===== src/rtl/core/pse_pkg.sv =====
// ----------------------------------------------------------------------------
// pse_pkg
// Shared types and constants of the postfix stack evaluator.
// ----------------------------------------------------------------------------
package pse_pkg;

  localparam int STACK_DEPTH = 16;
  localparam int STK_AW      = (STACK_DEPTH > 1) ? $clog2(STACK_DEPTH) : 1;
  localparam int STK_CW      = $clog2(STACK_DEPTH + 1);

  localparam int VAL_W       = 32;
  localparam int Q_FRAC      = 16;

  // iteration counts of the shared unit
  localparam int MUL_STEPS   = 32;
  localparam int DIV_STEPS   = 48;
  localparam int REM_STEPS   = 16;
  localparam int CNT_W       = 6;

  typedef enum logic [2:0] {
    FN_OPERAND = 3'd0,
    FN_ADD     = 3'd1,
    FN_SUB     = 3'd2,
    FN_MUL     = 3'd3,
    FN_DIV     = 3'd4,
    FN_REM     = 3'd5
  } func_e;

  typedef struct packed {
    logic             start;
    func_e            op;
    logic [VAL_W-1:0] a;
    logic [VAL_W-1:0] b;
  } alu_req_t;

  typedef struct packed {
    logic             done;
    logic             div_zero;
    logic [VAL_W-1:0] result;
  } alu_rsp_t;

endpackage


===== src/rtl/core/pse_stack_ram.sv =====
// ----------------------------------------------------------------------------
// pse_stack_ram
// Value stack storage: one write port, one registered read port.
// ----------------------------------------------------------------------------
module pse_stack_ram (
  input  logic                       clk_i,
  input  logic                       we_i,
  input  logic [pse_pkg::STK_AW-1:0] waddr_i,
  input  logic [pse_pkg::VAL_W-1:0]  wdata_i,
  input  logic [pse_pkg::STK_AW-1:0] raddr_i,
  output logic [pse_pkg::VAL_W-1:0]  rdata_o
);

  logic [pse_pkg::VAL_W-1:0] mem [pse_pkg::STACK_DEPTH];

  always_ff @(posedge clk_i) begin
    if (we_i) begin
      mem[waddr_i] <= wdata_i;
    end
  end

  always_ff @(posedge clk_i) begin
    rdata_o <= mem[raddr_i];
  end

endmodule


===== src/rtl/core/pse_alu.sv =====
// ----------------------------------------------------------------------------
// pse_alu
// Shared Q16.16 arithmetic unit: one 34-bit adder serves add, subtract,
// shift-add multiply and restoring divide / remainder, one bit per cycle.
// ----------------------------------------------------------------------------
module pse_alu (
  input  logic              clk_i,
  input  logic              rst_ni,
  input  pse_pkg::alu_req_t req_i,
  output pse_pkg::alu_rsp_t rsp_o
);

  typedef enum logic [5:0] {
    A_IDLE   = 6'b000001,
    A_ADDSUB = 6'b000010,
    A_MUL    = 6'b000100,
    A_DIV    = 6'b001000,
    A_POST1  = 6'b010000,
    A_POST2  = 6'b100000
  } alu_state_e;

  alu_state_e state_q, state_d;
  pse_pkg::func_e op_q, op_d;

  logic [31:0]        a_q, a_d, b_q, b_d;
  logic [31:0]        mcand_q, mcand_d, mplier_q, mplier_d;
  logic [63:0]        acc_q, acc_d;
  logic [47:0]        dvd_q, dvd_d;
  logic [31:0]        dvs_q, dvs_d, rem_q, rem_d;
  logic               neg_q, neg_d;
  logic [pse_pkg::CNT_W-1:0] cnt_q, cnt_d, lim_q, lim_d;
  logic signed [63:0] p_q, p_d;
  logic               done_q, done_d, dz_q, dz_d;
  logic [31:0]        res_q, res_d;

  logic [33:0]        add_x, add_y, sum;
  logic               add_sub;
  logic [31:0]        abs_a, abs_b;
  logic [63:0]        mag;
  logic signed [63:0] rnd;
  logic               qbit;

  function automatic logic [31:0] sat34(input logic [33:0] v);
    logic [31:0] r;
    if (v[33:31] == 3'b000 || v[33:31] == 3'b111) r = v[31:0];
    else if (v[33]) r = 32'h8000_0000;
    else r = 32'h7FFF_FFFF;
    return r;
  endfunction

  function automatic logic [31:0] sat64(input logic signed [63:0] v);
    logic [31:0] r;
    if (v > 64'sh0000_0000_7FFF_FFFF) r = 32'h7FFF_FFFF;
    else if (v < -64'sh0000_0000_8000_0000) r = 32'h8000_0000;
    else r = v[31:0];
    return r;
  endfunction

  assign abs_a = req_i.a[31] ? (~req_i.a + 32'd1) : req_i.a;
  assign abs_b = req_i.b[31] ? (~req_i.b + 32'd1) : req_i.b;

  // shared adder
  always_comb begin
    add_x   = '0;
    add_y   = '0;
    add_sub = 1'b0;
    unique case (state_q)
      A_ADDSUB: begin
        add_x   = {{2{a_q[31]}}, a_q};
        add_y   = {{2{b_q[31]}}, b_q};
        add_sub = (op_q == pse_pkg::FN_SUB);
      end
      A_MUL: begin
        add_x = {2'b00, acc_q[63:32]};
        add_y = mplier_q[0] ? {2'b00, mcand_q} : '0;
      end
      A_DIV: begin
        add_x   = {1'b0, rem_q, dvd_q[47]};
        add_y   = {2'b00, dvs_q};
        add_sub = 1'b1;
      end
      default: ;
    endcase
  end

  assign sum = add_x + (add_sub ? ~add_y : add_y) + {33'd0, add_sub};

  always_comb begin
    case (op_q)
      pse_pkg::FN_MUL: mag = acc_q;
      pse_pkg::FN_DIV: mag = {16'd0, dvd_q};
      default:         mag = {32'd0, rem_q[15:0], 16'd0};
    endcase
  end

  // round half up, floor shift
  assign rnd  = (p_q + 64'sd32768) >>> pse_pkg::Q_FRAC;
  assign qbit = ~sum[33];

  always_comb begin
    state_d  = state_q;
    op_d     = op_q;
    a_d      = a_q;
    b_d      = b_q;
    mcand_d  = mcand_q;
    mplier_d = mplier_q;
    acc_d    = acc_q;
    dvd_d    = dvd_q;
    dvs_d    = dvs_q;
    rem_d    = rem_q;
    neg_d    = neg_q;
    cnt_d    = cnt_q;
    lim_d    = lim_q;
    p_d      = p_q;
    done_d   = 1'b0;
    dz_d     = dz_q;
    res_d    = res_q;

    unique case (state_q)
      A_IDLE: begin
        if (req_i.start) begin
          op_d     = req_i.op;
          a_d      = req_i.a;
          b_d      = req_i.b;
          dz_d     = 1'b0;
          cnt_d    = '0;
          rem_d    = '0;
          acc_d    = '0;
          mcand_d  = abs_a;
          mplier_d = abs_b;
          neg_d    = req_i.a[31] ^ req_i.b[31];
          case (req_i.op)
            pse_pkg::FN_ADD, pse_pkg::FN_SUB: state_d = A_ADDSUB;
            pse_pkg::FN_MUL:                  state_d = A_MUL;
            pse_pkg::FN_DIV: begin
              if (req_i.b == '0) begin
                dz_d   = 1'b1;
                res_d  = '0;
                done_d = 1'b1;
              end else begin
                dvd_d   = {abs_a, 16'd0};
                dvs_d   = abs_b;
                lim_d   = pse_pkg::CNT_W'(pse_pkg::DIV_STEPS - 1);
                state_d = A_DIV;
              end
            end
            pse_pkg::FN_REM: begin
              // integer parts only; remainder takes the dividend's sign
              if (abs_b[31:16] == '0) begin
                dz_d   = 1'b1;
                res_d  = '0;
                done_d = 1'b1;
              end else begin
                dvd_d   = {abs_a[31:16], 32'd0};
                dvs_d   = {16'd0, abs_b[31:16]};
                neg_d   = req_i.a[31];
                lim_d   = pse_pkg::CNT_W'(pse_pkg::REM_STEPS - 1);
                state_d = A_DIV;
              end
            end
            default: ;
          endcase
        end
      end
      A_ADDSUB: begin
        res_d   = sat34(sum);
        done_d  = 1'b1;
        state_d = A_IDLE;
      end
      A_MUL: begin
        acc_d    = {sum[32:0], acc_q[31:1]};
        mplier_d = {1'b0, mplier_q[31:1]};
        cnt_d    = cnt_q + 1'b1;
        if (cnt_q == pse_pkg::CNT_W'(pse_pkg::MUL_STEPS - 1)) state_d = A_POST1;
      end
      A_DIV: begin
        rem_d = qbit ? sum[31:0] : {rem_q[30:0], dvd_q[47]};
        dvd_d = {dvd_q[46:0], qbit};
        cnt_d = cnt_q + 1'b1;
        if (cnt_q == lim_q) state_d = A_POST1;
      end
      A_POST1: begin
        p_d     = neg_q ? -$signed(mag) : $signed(mag);
        state_d = A_POST2;
      end
      A_POST2: begin
        res_d   = sat64((op_q == pse_pkg::FN_MUL) ? rnd : p_q);
        done_d  = 1'b1;
        state_d = A_IDLE;
      end
      default: state_d = A_IDLE;
    endcase
  end

  always_ff @(posedge clk_i or negedge rst_ni) begin
    if (!rst_ni) begin
      state_q <= A_IDLE;
      done_q  <= 1'b0;
    end else begin
      state_q <= state_d;
      done_q  <= done_d;
    end
  end

  always_ff @(posedge clk_i) begin
    op_q     <= op_d;
    a_q      <= a_d;
    b_q      <= b_d;
    mcand_q  <= mcand_d;
    mplier_q <= mplier_d;
    acc_q    <= acc_d;
    dvd_q    <= dvd_d;
    dvs_q    <= dvs_d;
    rem_q    <= rem_d;
    neg_q    <= neg_d;
    cnt_q    <= cnt_d;
    lim_q    <= lim_d;
    p_q      <= p_d;
    dz_q     <= dz_d;
    res_q    <= res_d;
  end

  assign rsp_o.done     = done_q;
  assign rsp_o.div_zero = dz_q;
  assign rsp_o.result   = res_q;

endmodule


===== src/rtl/core/postfix_stack_evaluator_top.sv =====
// ----------------------------------------------------------------------------
// postfix_stack_evaluator_top
// Postfix token evaluator over a Q16.16 value stack with one shared ALU.
// ----------------------------------------------------------------------------
// Tokens arrive one beat at a time on the slave stream; tuser carries the
// token kind and tdata the unsigned operand. The beat with tlast set closes
// the expression and one result beat follows (stack top, tuser = error).
// Operators run on the bit-serial shared ALU, and the slave side is not ready
// again until the result is written back; operands, unknown kinds and stack
// underflows take no ALU pass. A closing beat passes through the finishing
// state, which waits while the previous result still waits on the master
// side. The top of stack sits in a register, so each operator needs a single
// read of the stack memory.
module postfix_stack_evaluator_top (
  input  logic        clk_i,
  input  logic        rst_ni,
  input  logic        s_axis_tvalid_i,
  output logic        s_axis_tready_o,
  input  logic [15:0] s_axis_tdata_i,   // [14:0] operand_value, [15] zero
  input  logic [2:0]  s_axis_tuser_i,   // [2:0] func
  input  logic        s_axis_tlast_i,
  output logic        m_axis_tvalid_o,
  input  logic        m_axis_tready_i,
  output logic [31:0] m_axis_tdata_o,   // [31:0] result_value
  output logic        m_axis_tuser_o,   // [0] error_flag
  output logic        m_axis_tlast_o
);

  typedef enum logic [3:0] {
    S_IDLE = 4'b0001,
    S_OP   = 4'b0010,
    S_ALU  = 4'b0100,
    S_FIN  = 4'b1000
  } seq_state_e;

  seq_state_e state_q, state_d;

  logic [pse_pkg::STK_CW-1:0] count_q, count_d;
  logic                       err_q, err_d;
  logic                       last_q, last_d;
  pse_pkg::func_e             op_q, op_d;
  logic [pse_pkg::VAL_W-1:0]  top_q, top_d;

  logic                       m_valid_q, m_valid_d;
  logic [31:0]                m_data_q, m_data_d;
  logic                       m_err_q, m_err_d;

  logic                       we;
  logic [pse_pkg::STK_AW-1:0] waddr, raddr;
  logic [pse_pkg::VAL_W-1:0]  wdata, rdata;
  logic [pse_pkg::STK_CW-1:0] below_top;

  pse_pkg::alu_req_t alu_req;
  pse_pkg::alu_rsp_t alu_rsp;

  logic s_beat, out_free;

  assign s_axis_tready_o = (state_q == S_IDLE);
  assign s_beat          = s_axis_tvalid_i && s_axis_tready_o;
  assign out_free        = !m_valid_q || m_axis_tready_i;
  assign below_top       = count_q - pse_pkg::STK_CW'(2);
  assign raddr           = below_top[pse_pkg::STK_AW-1:0];

  pse_stack_ram u_ram (
    .clk_i   (clk_i),
    .we_i    (we),
    .waddr_i (waddr),
    .wdata_i (wdata),
    .raddr_i (raddr),
    .rdata_o (rdata)
  );

  pse_alu u_alu (
    .clk_i  (clk_i),
    .rst_ni (rst_ni),
    .req_i  (alu_req),
    .rsp_o  (alu_rsp)
  );

  always_comb begin
    state_d   = state_q;
    count_d   = count_q;
    err_d     = err_q;
    last_d    = last_q;
    op_d      = op_q;
    top_d     = top_q;
    m_valid_d = m_valid_q && !m_axis_tready_i;
    m_data_d  = m_data_q;
    m_err_d   = m_err_q;
    we        = 1'b0;
    waddr     = count_q[pse_pkg::STK_AW-1:0];
    wdata     = {1'b0, s_axis_tdata_i[14:0], {pse_pkg::Q_FRAC{1'b0}}};
    alu_req   = '{start: 1'b0, op: op_q, a: rdata, b: top_q};

    unique case (state_q)
      S_IDLE: begin
        if (s_beat) begin
          last_d  = s_axis_tlast_i;
          state_d = s_axis_tlast_i ? S_FIN : S_IDLE;
          case (s_axis_tuser_i) inside
            pse_pkg::FN_OPERAND: begin
              if (count_q < pse_pkg::STK_CW'(pse_pkg::STACK_DEPTH)) begin
                we      = 1'b1;
                top_d   = wdata;
                count_d = count_q + 1'b1;
              end else begin
                err_d = 1'b1;
              end
            end
            pse_pkg::FN_ADD, pse_pkg::FN_SUB, pse_pkg::FN_MUL,
            pse_pkg::FN_DIV, pse_pkg::FN_REM: begin
              if (count_q < pse_pkg::STK_CW'(2)) begin
                err_d = 1'b1;
              end else begin
                op_d    = pse_pkg::func_e'(s_axis_tuser_i);
                state_d = S_OP;
              end
            end
            default: ;
          endcase
        end
      end
      S_OP: begin
        // rdata now holds the entry below the top
        alu_req.start = 1'b1;
        state_d       = S_ALU;
      end
      S_ALU: begin
        if (alu_rsp.done) begin
          we      = 1'b1;
          waddr   = raddr;
          wdata   = alu_rsp.result;
          top_d   = alu_rsp.result;
          count_d = count_q - 1'b1;
          err_d   = err_q | alu_rsp.div_zero;
          state_d = last_q ? S_FIN : S_IDLE;
        end
      end
      S_FIN: begin
        if (out_free) begin
          m_valid_d = 1'b1;
          m_data_d  = (count_q == '0) ? '0 : top_q;
          m_err_d   = err_q | (count_q == '0);
          count_d   = '0;
          err_d     = 1'b0;
          state_d   = S_IDLE;
        end
      end
      default: state_d = S_IDLE;
    endcase
  end

  always_ff @(posedge clk_i or negedge rst_ni) begin
    if (!rst_ni) begin
      state_q   <= S_IDLE;
      count_q   <= '0;
      err_q     <= 1'b0;
      m_valid_q <= 1'b0;
    end else begin
      state_q   <= state_d;
      count_q   <= count_d;
      err_q     <= err_d;
      m_valid_q <= m_valid_d;
    end
  end

  always_ff @(posedge clk_i) begin
    last_q   <= last_d;
    op_q     <= op_d;
    top_q    <= top_d;
    m_data_q <= m_data_d;
    m_err_q  <= m_err_d;
  end

  assign m_axis_tvalid_o = m_valid_q;
  assign m_axis_tdata_o  = m_data_q;
  assign m_axis_tuser_o  = m_err_q;
  assign m_axis_tlast_o  = 1'b1;

endmodule


===== config.mk =====
export PLATFORM = sky130hd
export DESIGN_NAME = postfix_stack_evaluator_top
export DESIGN_NICKNAME = d
export VERILOG_FILES = /design/src/rtl/core/pse_pkg.sv /design/src/rtl/core/pse_stack_ram.sv /design/src/rtl/core/pse_alu.sv /design/src/rtl/core/postfix_stack_evaluator_top.sv
export SDC_FILE = /design/constraint.sdc
export NUM_CORES = 2
export LEC_CHECK = 0
export BUFFER_PORTS_ARGS = -buffer_cell sky130_fd_sc_hd__buf_4
export CORE_MARGIN = 3
export CORE_UTILIZATION = 30
export CTS_BUF_LIST = sky130_fd_sc_hd__clkbuf_8
export CTS_CLUSTER_SIZE = 24
export DETAILED_ROUTE_END_ITERATION = 10
export GPL_TIMING_DRIVEN = 0
export HOLD_SLACK_MARGIN = 0.08
export PLACE_DENSITY_LB_ADDON = 0.1
export SETUP_SLACK_MARGIN = 0.15
export SLEW_MARGIN = 5
export SYNTH_ARGS = -nofsm -noshare
export SYNTH_HDL_FRONTEND = slang
export SYNTH_HIERARCHICAL = 1
export SYNTH_SLANG_ARGS = --single-unit

===== constraint.sdc =====
create_clock -name clk_i -period 10.09 [get_ports clk_i]
set_input_delay 0 -clock clk_i [delete_from_list [all_inputs] [get_ports clk_i]]
set_output_delay 0 -clock clk_i [all_outputs]
set_load 0.01 [all_outputs]

Word level (Yosys, flattened, before mapping)
Memories as Yosys holds them, arrays and structs flattened. A register that Yosys moved wholly into a read port is not among the register bits.
Cells that the tools add are included.
{ "totals": {"memories": 1, "rom_bits": 0, "out_inout_bits": 36, "register_bits": 504, "ram_bits": 512, "latch_bits": 0, "in_bits": 24, "wordCells": 227} }
{ "memory_table": {"columns": ["memory", "words", "word_bits", "rd", "rd_clocked_by_memory_dff", "write_ports", "line", "source"], "rows": [
  ["u_ram.mem", 16, 32, 1, 1, 1, "pse_stack_ram.sv:14", "logic [pse_pkg::VAL_W-1:0] mem [pse_pkg::STACK_DEPTH];"]
]} }
{ "op_classes": {"multipliers": 0, "bitwise": 9, "n_reduce_logical": 37, "magnitude_cmp": 4, "shifts": 0, "mux": 95, "div": 0, "addsub": 10, "eq_ne": 45} }
{ "ops": {"columns": ["cell", "count"], "rows": [
  ["$mux W32", 21],
  ["$pmux W32 S2", 5],
  ["$pmux W64 S2", 2],
  ["$pmux W34 S3", 2],
  ["$mux W64", 3],
  ["$pmux W48 S2", 2],
  ["$mux W48", 3],
  ["$pmux W32 S3", 1],
  ["$add A32 B1 Y32 const B", 2],
  ["$add A64 B17 Y64 const B", 1],
  ["$gt A64 B32 Y1 const B", 1],
  ["$lt A64 B32 Y1 const B", 1],
  ["$neg A64 Y64", 1],
  ["$not A32 Y32", 2],
  ["$mux W6", 8],
  ["$pmux W6 S4", 2],
  ["$mux W4", 10],
  ["$add A34 B1 Y34", 1],
  ["$add A34 B34 Y34", 1],
  ["$mux W34", 1],
  ["$not A34 Y34", 1],
  ["$logic_not A32 Y1", 1],
  ["$mux W5", 5],
  ["$reduce_and A5 Y1", 5],
  ["49 further kinds", 118]
]} }

Depth between registers and ports, before layout
{ "logic_depth": {"word_depth": 10, "mapped_depth": 22, "depth_no_buf": 17} }

Modules after synthesis
Netlist, hierarchy kept.
{ "by_module_without_submodules": {"columns": ["mod", "area_per_inst_um2", "seq_area_each_um2", "n_inst", "cells_each"], "rows": [
  ["pse_alu", 24328.3, 12518.3, 1, 2375],
  ["pse_stack_ram", 19835.3, 16015.4, 1, 838],
  ["postfix_stack_evaluator_top", 3829.9, 2348.5, 1, 318]
]} }

Worst setup path before layout
No wires, ideal clock.
{ "synth_path": {"kind": "register to register", "from": "register top_q[4] in the netlist's numbering", "to": "register u_alu.dvd_q[0] (enable)", "stages_incl_launch_ff": 11, "period_less_slack_ns": 7.466, "setup_time_ns": 0.384, "setup_slack_ns": 2.624, "t_required_ns": 9.706, "path_buffers": 0, "arrival_time_ns": 7.082, "cell_sequence": "edfxtp_1 or4_1 nor4_1 nand4_1 or3_1 o31ai_1 xor2_1 and2_1 a41o_1 nor4_1 or2_2"} }
{ "synth_via": {"elab_chain_cells": 6, "word_cells_on_any_way": 8, "cone_classes": "add/sub (1); eq/ne (2); mux (1); bitwise (1); reduce/logical (3)"} }
{ "synth_lines": {"columns": ["element", "line", "source"], "rows": [
  ["start, declared", "postfix_stack_evaluator_top.sv:42", "logic [pse_pkg::VAL_W-1:0] top_q, top_d;"],
  ["start signal, assigned", "postfix_stack_evaluator_top.sv:170", "top_q <= top_d;"],
  ["$not A32 Y32", "pse_alu.sv:60", "assign abs_b = req_i.b[31] ? (~req_i.b + 32'd1) : req_i.b;"],
  ["$add A32 B1 Y32", "pse_alu.sv:60", null],
  ["$mux W32", "pse_alu.sv:60", null],
  ["$logic_not A16 Y1", "pse_alu.sv:149", "if (abs_b[31:16] == '0) begin"],
  ["$ne A3 B3 Y1 (no line)", null, null],
  ["$reduce_and A5 Y1 (no line) (*)", null, null],
  ["end signal, assigned", "pse_alu.sv:212", "dvd_q <= dvd_d;"],
  ["end, declared", "pse_alu.sv:28", "logic [47:0] dvd_q, dvd_d;"]
]} }
Every way passes the cells marked *; elsewhere a longest branch is shown, timed or not.
A chain may end at the register's enable or synchronous reset.

Final worst setup path
{ "layout_path": {"from": "register u_alu.state_q[2]", "to": "register u_alu.res_q[27] (data pin)"} }
{ "layout_via": {"elab_chain_cells": 10, "word_cells_on_any_way": 18, "cone_classes": "add/sub (2); eq/ne (6); mux (7); bitwise (1); reduce/logical (2)"} }
{ "layout_lines": {"columns": ["element", "line", "source"], "rows": [
  ["start, declared", "pse_alu.sv:22", "alu_state_e state_q, state_d;"],
  ["start signal, assigned", "pse_alu.sv:200", "state_q <= state_d;"],
  ["$eq A6 B4 Y1 (tied with other cells)", "pse_alu.sv:67", "unique case (state_q)"],
  ["$pmux W34 S3", "pse_alu.sv:67", null],
  ["$not A34 Y34", "pse_alu.sv:86", "assign sum = add_x + (add_sub ? ~add_y : add_y) + {33'd0, add_sub};"],
  ["$mux W34", "pse_alu.sv:86", null],
  ["$add A34 B34 Y34", "pse_alu.sv:86", null],
  ["$add A34 B1 Y34", "pse_alu.sv:86", null],
  ["$eq A3 B3 Y1 / $logic_not A3 Y1 (equally long branches)", "pse_alu.sv:45", "if (v[33:31] == 3'b000 || v[33:31] == 3'b111) r = v[31:0];"],
  ["$logic_or A1 B1 Y1", "pse_alu.sv:45", null],
  ["$mux W32", "pse_alu.sv:45", null],
  ["$pmux W32 S3 (*)", "pse_alu.sv:119", "unique case (state_q)"],
  ["named net u_alu.res_d[27]", "pse_alu.sv:34", "logic [31:0] res_q, res_d;"],
  ["end signal, assigned", "pse_alu.sv:220", "res_q <= res_d;"],
  ["end, declared", "pse_alu.sv:34", null]
]} }
Mark *: on every way through the listed nets, which the timed path passes. The rest lies on a longest branch.

==> results.toml <==
[place]
place.detailed.hpwl_mm = 129
dp.cells = 5707
buffer_ports.inserted = 57
place_congestion = 0.923
post-place-ws_ns = 2.08

[yosys]
synth_top_area_frac = 0.621
synth-warning-count = 6
synth.distinct_cells = 100
netlist_area_mm2 = 0.0480
synth_async_sr_flop_share = 0.0173
yosys-top-cells-area = "sky130_fd_sc_hd__edfxtp_1 (62%), sky130_fd_sc_hd__mux4_2 (6.0%), sky130_fd_sc_hd__nand2_1 (2.5%)"
synth_flop_cell = "sky130_fd_sc_hd__edfxtp_1"
synthesis.instances = 3531
synth_edf_count = 992
ys_ff_latch = 1042
syn_area_per_cell_um2 = 13.6
synth.largest_area_cell = "sky130_fd_sc_hd__edfxtp_1"
synth_seq_area_share = 0.643
mappedNetlistNets = 3598

[route]
ant_nets = 0
dr_total_vias = 32700
drt-pass1-iter-count = 6
number_of_design_rule_violations_left_by_the_first_detailed_router_iteration = 3389
via_cell_ratio = 5.37
drc_errors = 0
totalWireLength_mm = 177
route.detailed.wl_per_inst_um = 29.0

[setup_path]
crit_fanout = 10
critical_path_arrival_ns = 8.85
setup_slack_of_the_most_critical_reg_to_reg_path_ns = 1.85
setup.worst_path.class = "reg2reg"
startpoint_type = "flop"
crit_required_ns = 10.70
critPathCaptureType = "flop"

[job]
max_cap_viol_count = 0

[clocking]
clk_transition_reported_paths_ns = 0.06
clock_tree.root_cell = "sky130_fd_sc_hd__clkbuf_8"
h-tree-depth = 4
clock_sink_count = 1042
tritoncts = "done"
clk-insertion-delay-late_ns = 0.91
total_clock_buffers_created_by_cts = 180
cts_buffer_depth = 3
cts.repair_timing.setup_buffer_count = 0

[hold_path]
hold_class = "in2reg"

[floorplan]
fp.dieW_um = 406
coreArea_mm2 = 0.159
number_of_cell_rows = 146
boundaryPins = 60
fp.dieArea_mm2 = 0.165
chipHeight_um = 406
initial_utilization = 0.302

[power_and_ir_drop]
power_density_mw_per_mm2 = 214
power.ir.vdd_worst_v = 0.000124
power.static_leakage_uw = 0.0189

[sta]
drv_slew = 0
setup_viol = 0
rsz0062_at_grt = "no"
timing_worst_slew_pin_value_ns = 1.34
post-route-worst-setup-slack_ns = 1.85
max_clock_freq_mhz = 121
final.setup_skew_ns = 0.0569
finalHoldViolations = 0
min_period_ns = 8.24
relSlewSlack = 0.0923
post-route-period-util = 0.817

[cells_and_area]
layout-area-overhead-vs-synth_pct = 16.3
final_cell_mix = "sky130_fd_sc_hd__edfxtp_1 (992), sky130_fd_sc_hd__nand2_1 (324), sky130_fd_sc_hd__nor2_1 (282)"
finish.cell_count_without_fillers = 6085
drive_above_1_share = 0.145
fin_nets = 3928
layout_commonest_cell = "sky130_fd_sc_hd__edfxtp_1"

[grt]
global_route_usage_over_all_layers = 0.212
antenna_found_initial = 17
grt_pass1_wl_mm = 246
first_global_vias = 32100
largest_net_degree_at_the_start_of_global_routing = 58
grt_overflow_total = 0

[run_status]
status = "complete, no violations"
## final cells by class
cell class / instances / area (um2)
flip-flops and latches: 1042 / 30900
fillers: 15600 / 103000
multi-input cells: 2229 / 16200
repair buffers: 148 / 1650
clock buffers: 183 / 2520
well taps: 2072 / 2590
clock inverters: 144 / 877
plain buffers: 211 / 910
diodes: 7 / 17.5
inverters: 49 / 186
## worst max-delay path, stage by stage (launching register included)
cell	delay [ns]
sky130_fd_sc_hd__dfrtp_1	0.36
sky130_fd_sc_hd__clkbuf_1	0.22
sky130_fd_sc_hd__nor2b_1	0.17
sky130_fd_sc_hd__clkbuf_1	0.61
sky130_fd_sc_hd__and2_1	0.22
sky130_fd_sc_hd__clkbuf_1	0.44
sky130_fd_sc_hd__clkbuf_1	0.84
sky130_fd_sc_hd__buf_1	0.70
sky130_fd_sc_hd__a22oi_1	0.19
sky130_fd_sc_hd__nand2_1	0.17
sky130_fd_sc_hd__ha_1	0.14
sky130_fd_sc_hd__clkbuf_1	0.27
sky130_fd_sc_hd__nand4_1	0.23
sky130_fd_sc_hd__nor3b_1	0.44
sky130_fd_sc_hd__nand4_1	0.14
sky130_fd_sc_hd__o211a_1	0.27
sky130_fd_sc_hd__a21oi_1	0.27
sky130_fd_sc_hd__nor2_1	0.11
sky130_fd_sc_hd__o311ai_1	1.11
sky130_fd_sc_hd__clkbuf_1	0.33
sky130_fd_sc_hd__o21ai_0	0.21
sky130_fd_sc_hd__a221o_1	0.50
## cells by family (layout without fill, tap and decap cells)
group,after synthesis,count (layout),synth area share
and+or+nand+nor,1102,1102,0.113
DFF,1042,1042,0.643
AOI/OAI and AO/OA,687,687,0.0987
buffers and inverters,260,735,0.0228
xor gates and xnor gates,226,226,0.0412
muxes,170,170,0.0693
adders and majority gates,43,43,0.0115
other,1,8,0.0000781
## sequential cells by signal, indices dropped and copies added, names as in the netlist, 48 cells and up
| name | flops |
|---|---|
| u_alu/p_q | 64 |
| u_ram/mem | 512 |
| u_alu/dvd_q | 48 |
| u_alu/acc_q | 64 |
## repair_timing
| item | in CTS | in global routing |
|---|---|---|
| resized for setup | 0 | 0 |
| hold buffers | 44 | 0 |
| endpoints found under the setup margin | 0 | 0 |
| hold endpoints to repair | 352 | 0 |
## worst paths after layout
check                                             startpoint                         to  cells after the start
worst max-delay path            u_alu/state_q[2]$_DFFE_PN0P_  u_alu/res_q[27]$_DFFE_PP_                     21
worst min-delay path                       s_axis_tuser_i[1]          err_q$_DFFE_PN0P_                      5
worst max register to register  u_alu/state_q[2]$_DFFE_PN0P_  u_alu/res_q[27]$_DFFE_PP_                     21
worst min register to register     u_ram/rdata_o[31]$_DFF_P_    u_alu/a_q[31]$_DFFE_PP_                      0
max in group asynchronous                             rst_ni     u_alu/done_q$_DFF_PN0_                      3
min in group asynchronous                             rst_ni     count_q[3]$_DFFE_PN0P_                      3
## report_power, final
group	total [uW]	internal (uW)	switching, uW	leakage, uW
clock	3720	1870	1850	0.00197
combinational	2810	938	1870	0.00741
sequential	5420	5100	321	0.00948
## per-layer routing
metal,vias to the layer above,track usage,wire length (um)
met5,-,0,0
met4,0,0.0807,6570
met3,290,0.0383,10700
met2,1226,0.337,81900
met1,16800,0.290,77400
li1,14400,-,-
## cells in the mapped netlist, types with 30 or more instances
library cell / instances
sky130_fd_sc_hd__and3_1: 89
sky130_fd_sc_hd__nor2b_1: 47
sky130_fd_sc_hd__a22oi_1: 127
sky130_fd_sc_hd__dfxtp_1: 32
sky130_fd_sc_hd__xnor2_1: 114
sky130_fd_sc_hd__clkbuf_1: 146
sky130_fd_sc_hd__edfxtp_1: 992
sky130_fd_sc_hd__nor3_1: 58
sky130_fd_sc_hd__a21oi_1: 119
sky130_fd_sc_hd__o21ai_0: 160
sky130_fd_sc_hd__inv_1: 48
sky130_fd_sc_hd__ha_1: 41
sky130_fd_sc_hd__a222oi_1: 30
sky130_fd_sc_hd__and2_1: 36
sky130_fd_sc_hd__nor2_1: 294
sky130_fd_sc_hd__nand4_1: 44
sky130_fd_sc_hd__nand3_1: 50
sky130_fd_sc_hd__nand2_1: 326
sky130_fd_sc_hd__mux4_2: 128
sky130_fd_sc_hd__xor2_1: 112
## per-stage QoR
step | power (uW) | TNS, ns | hold WS, ns | cell area (um2) | util
detailed placement | 8330 | 0 | -0.0777 | 52000 | 0.327
finish | 12000 | 0 | 0.234 | 55800 | 0.352
CTS | 12100 | 0 | 0.137 | 55800 | 0.351
global placement | 8320 | -33.45 | -0.0793 | 51000 | 0.321
floorplan | 6950 | 0 | -0.296 | 48000 | -
global route | 12500 | 0 | 0.185 | 55800 | 0.351
(Power assumes the default switching activity.)
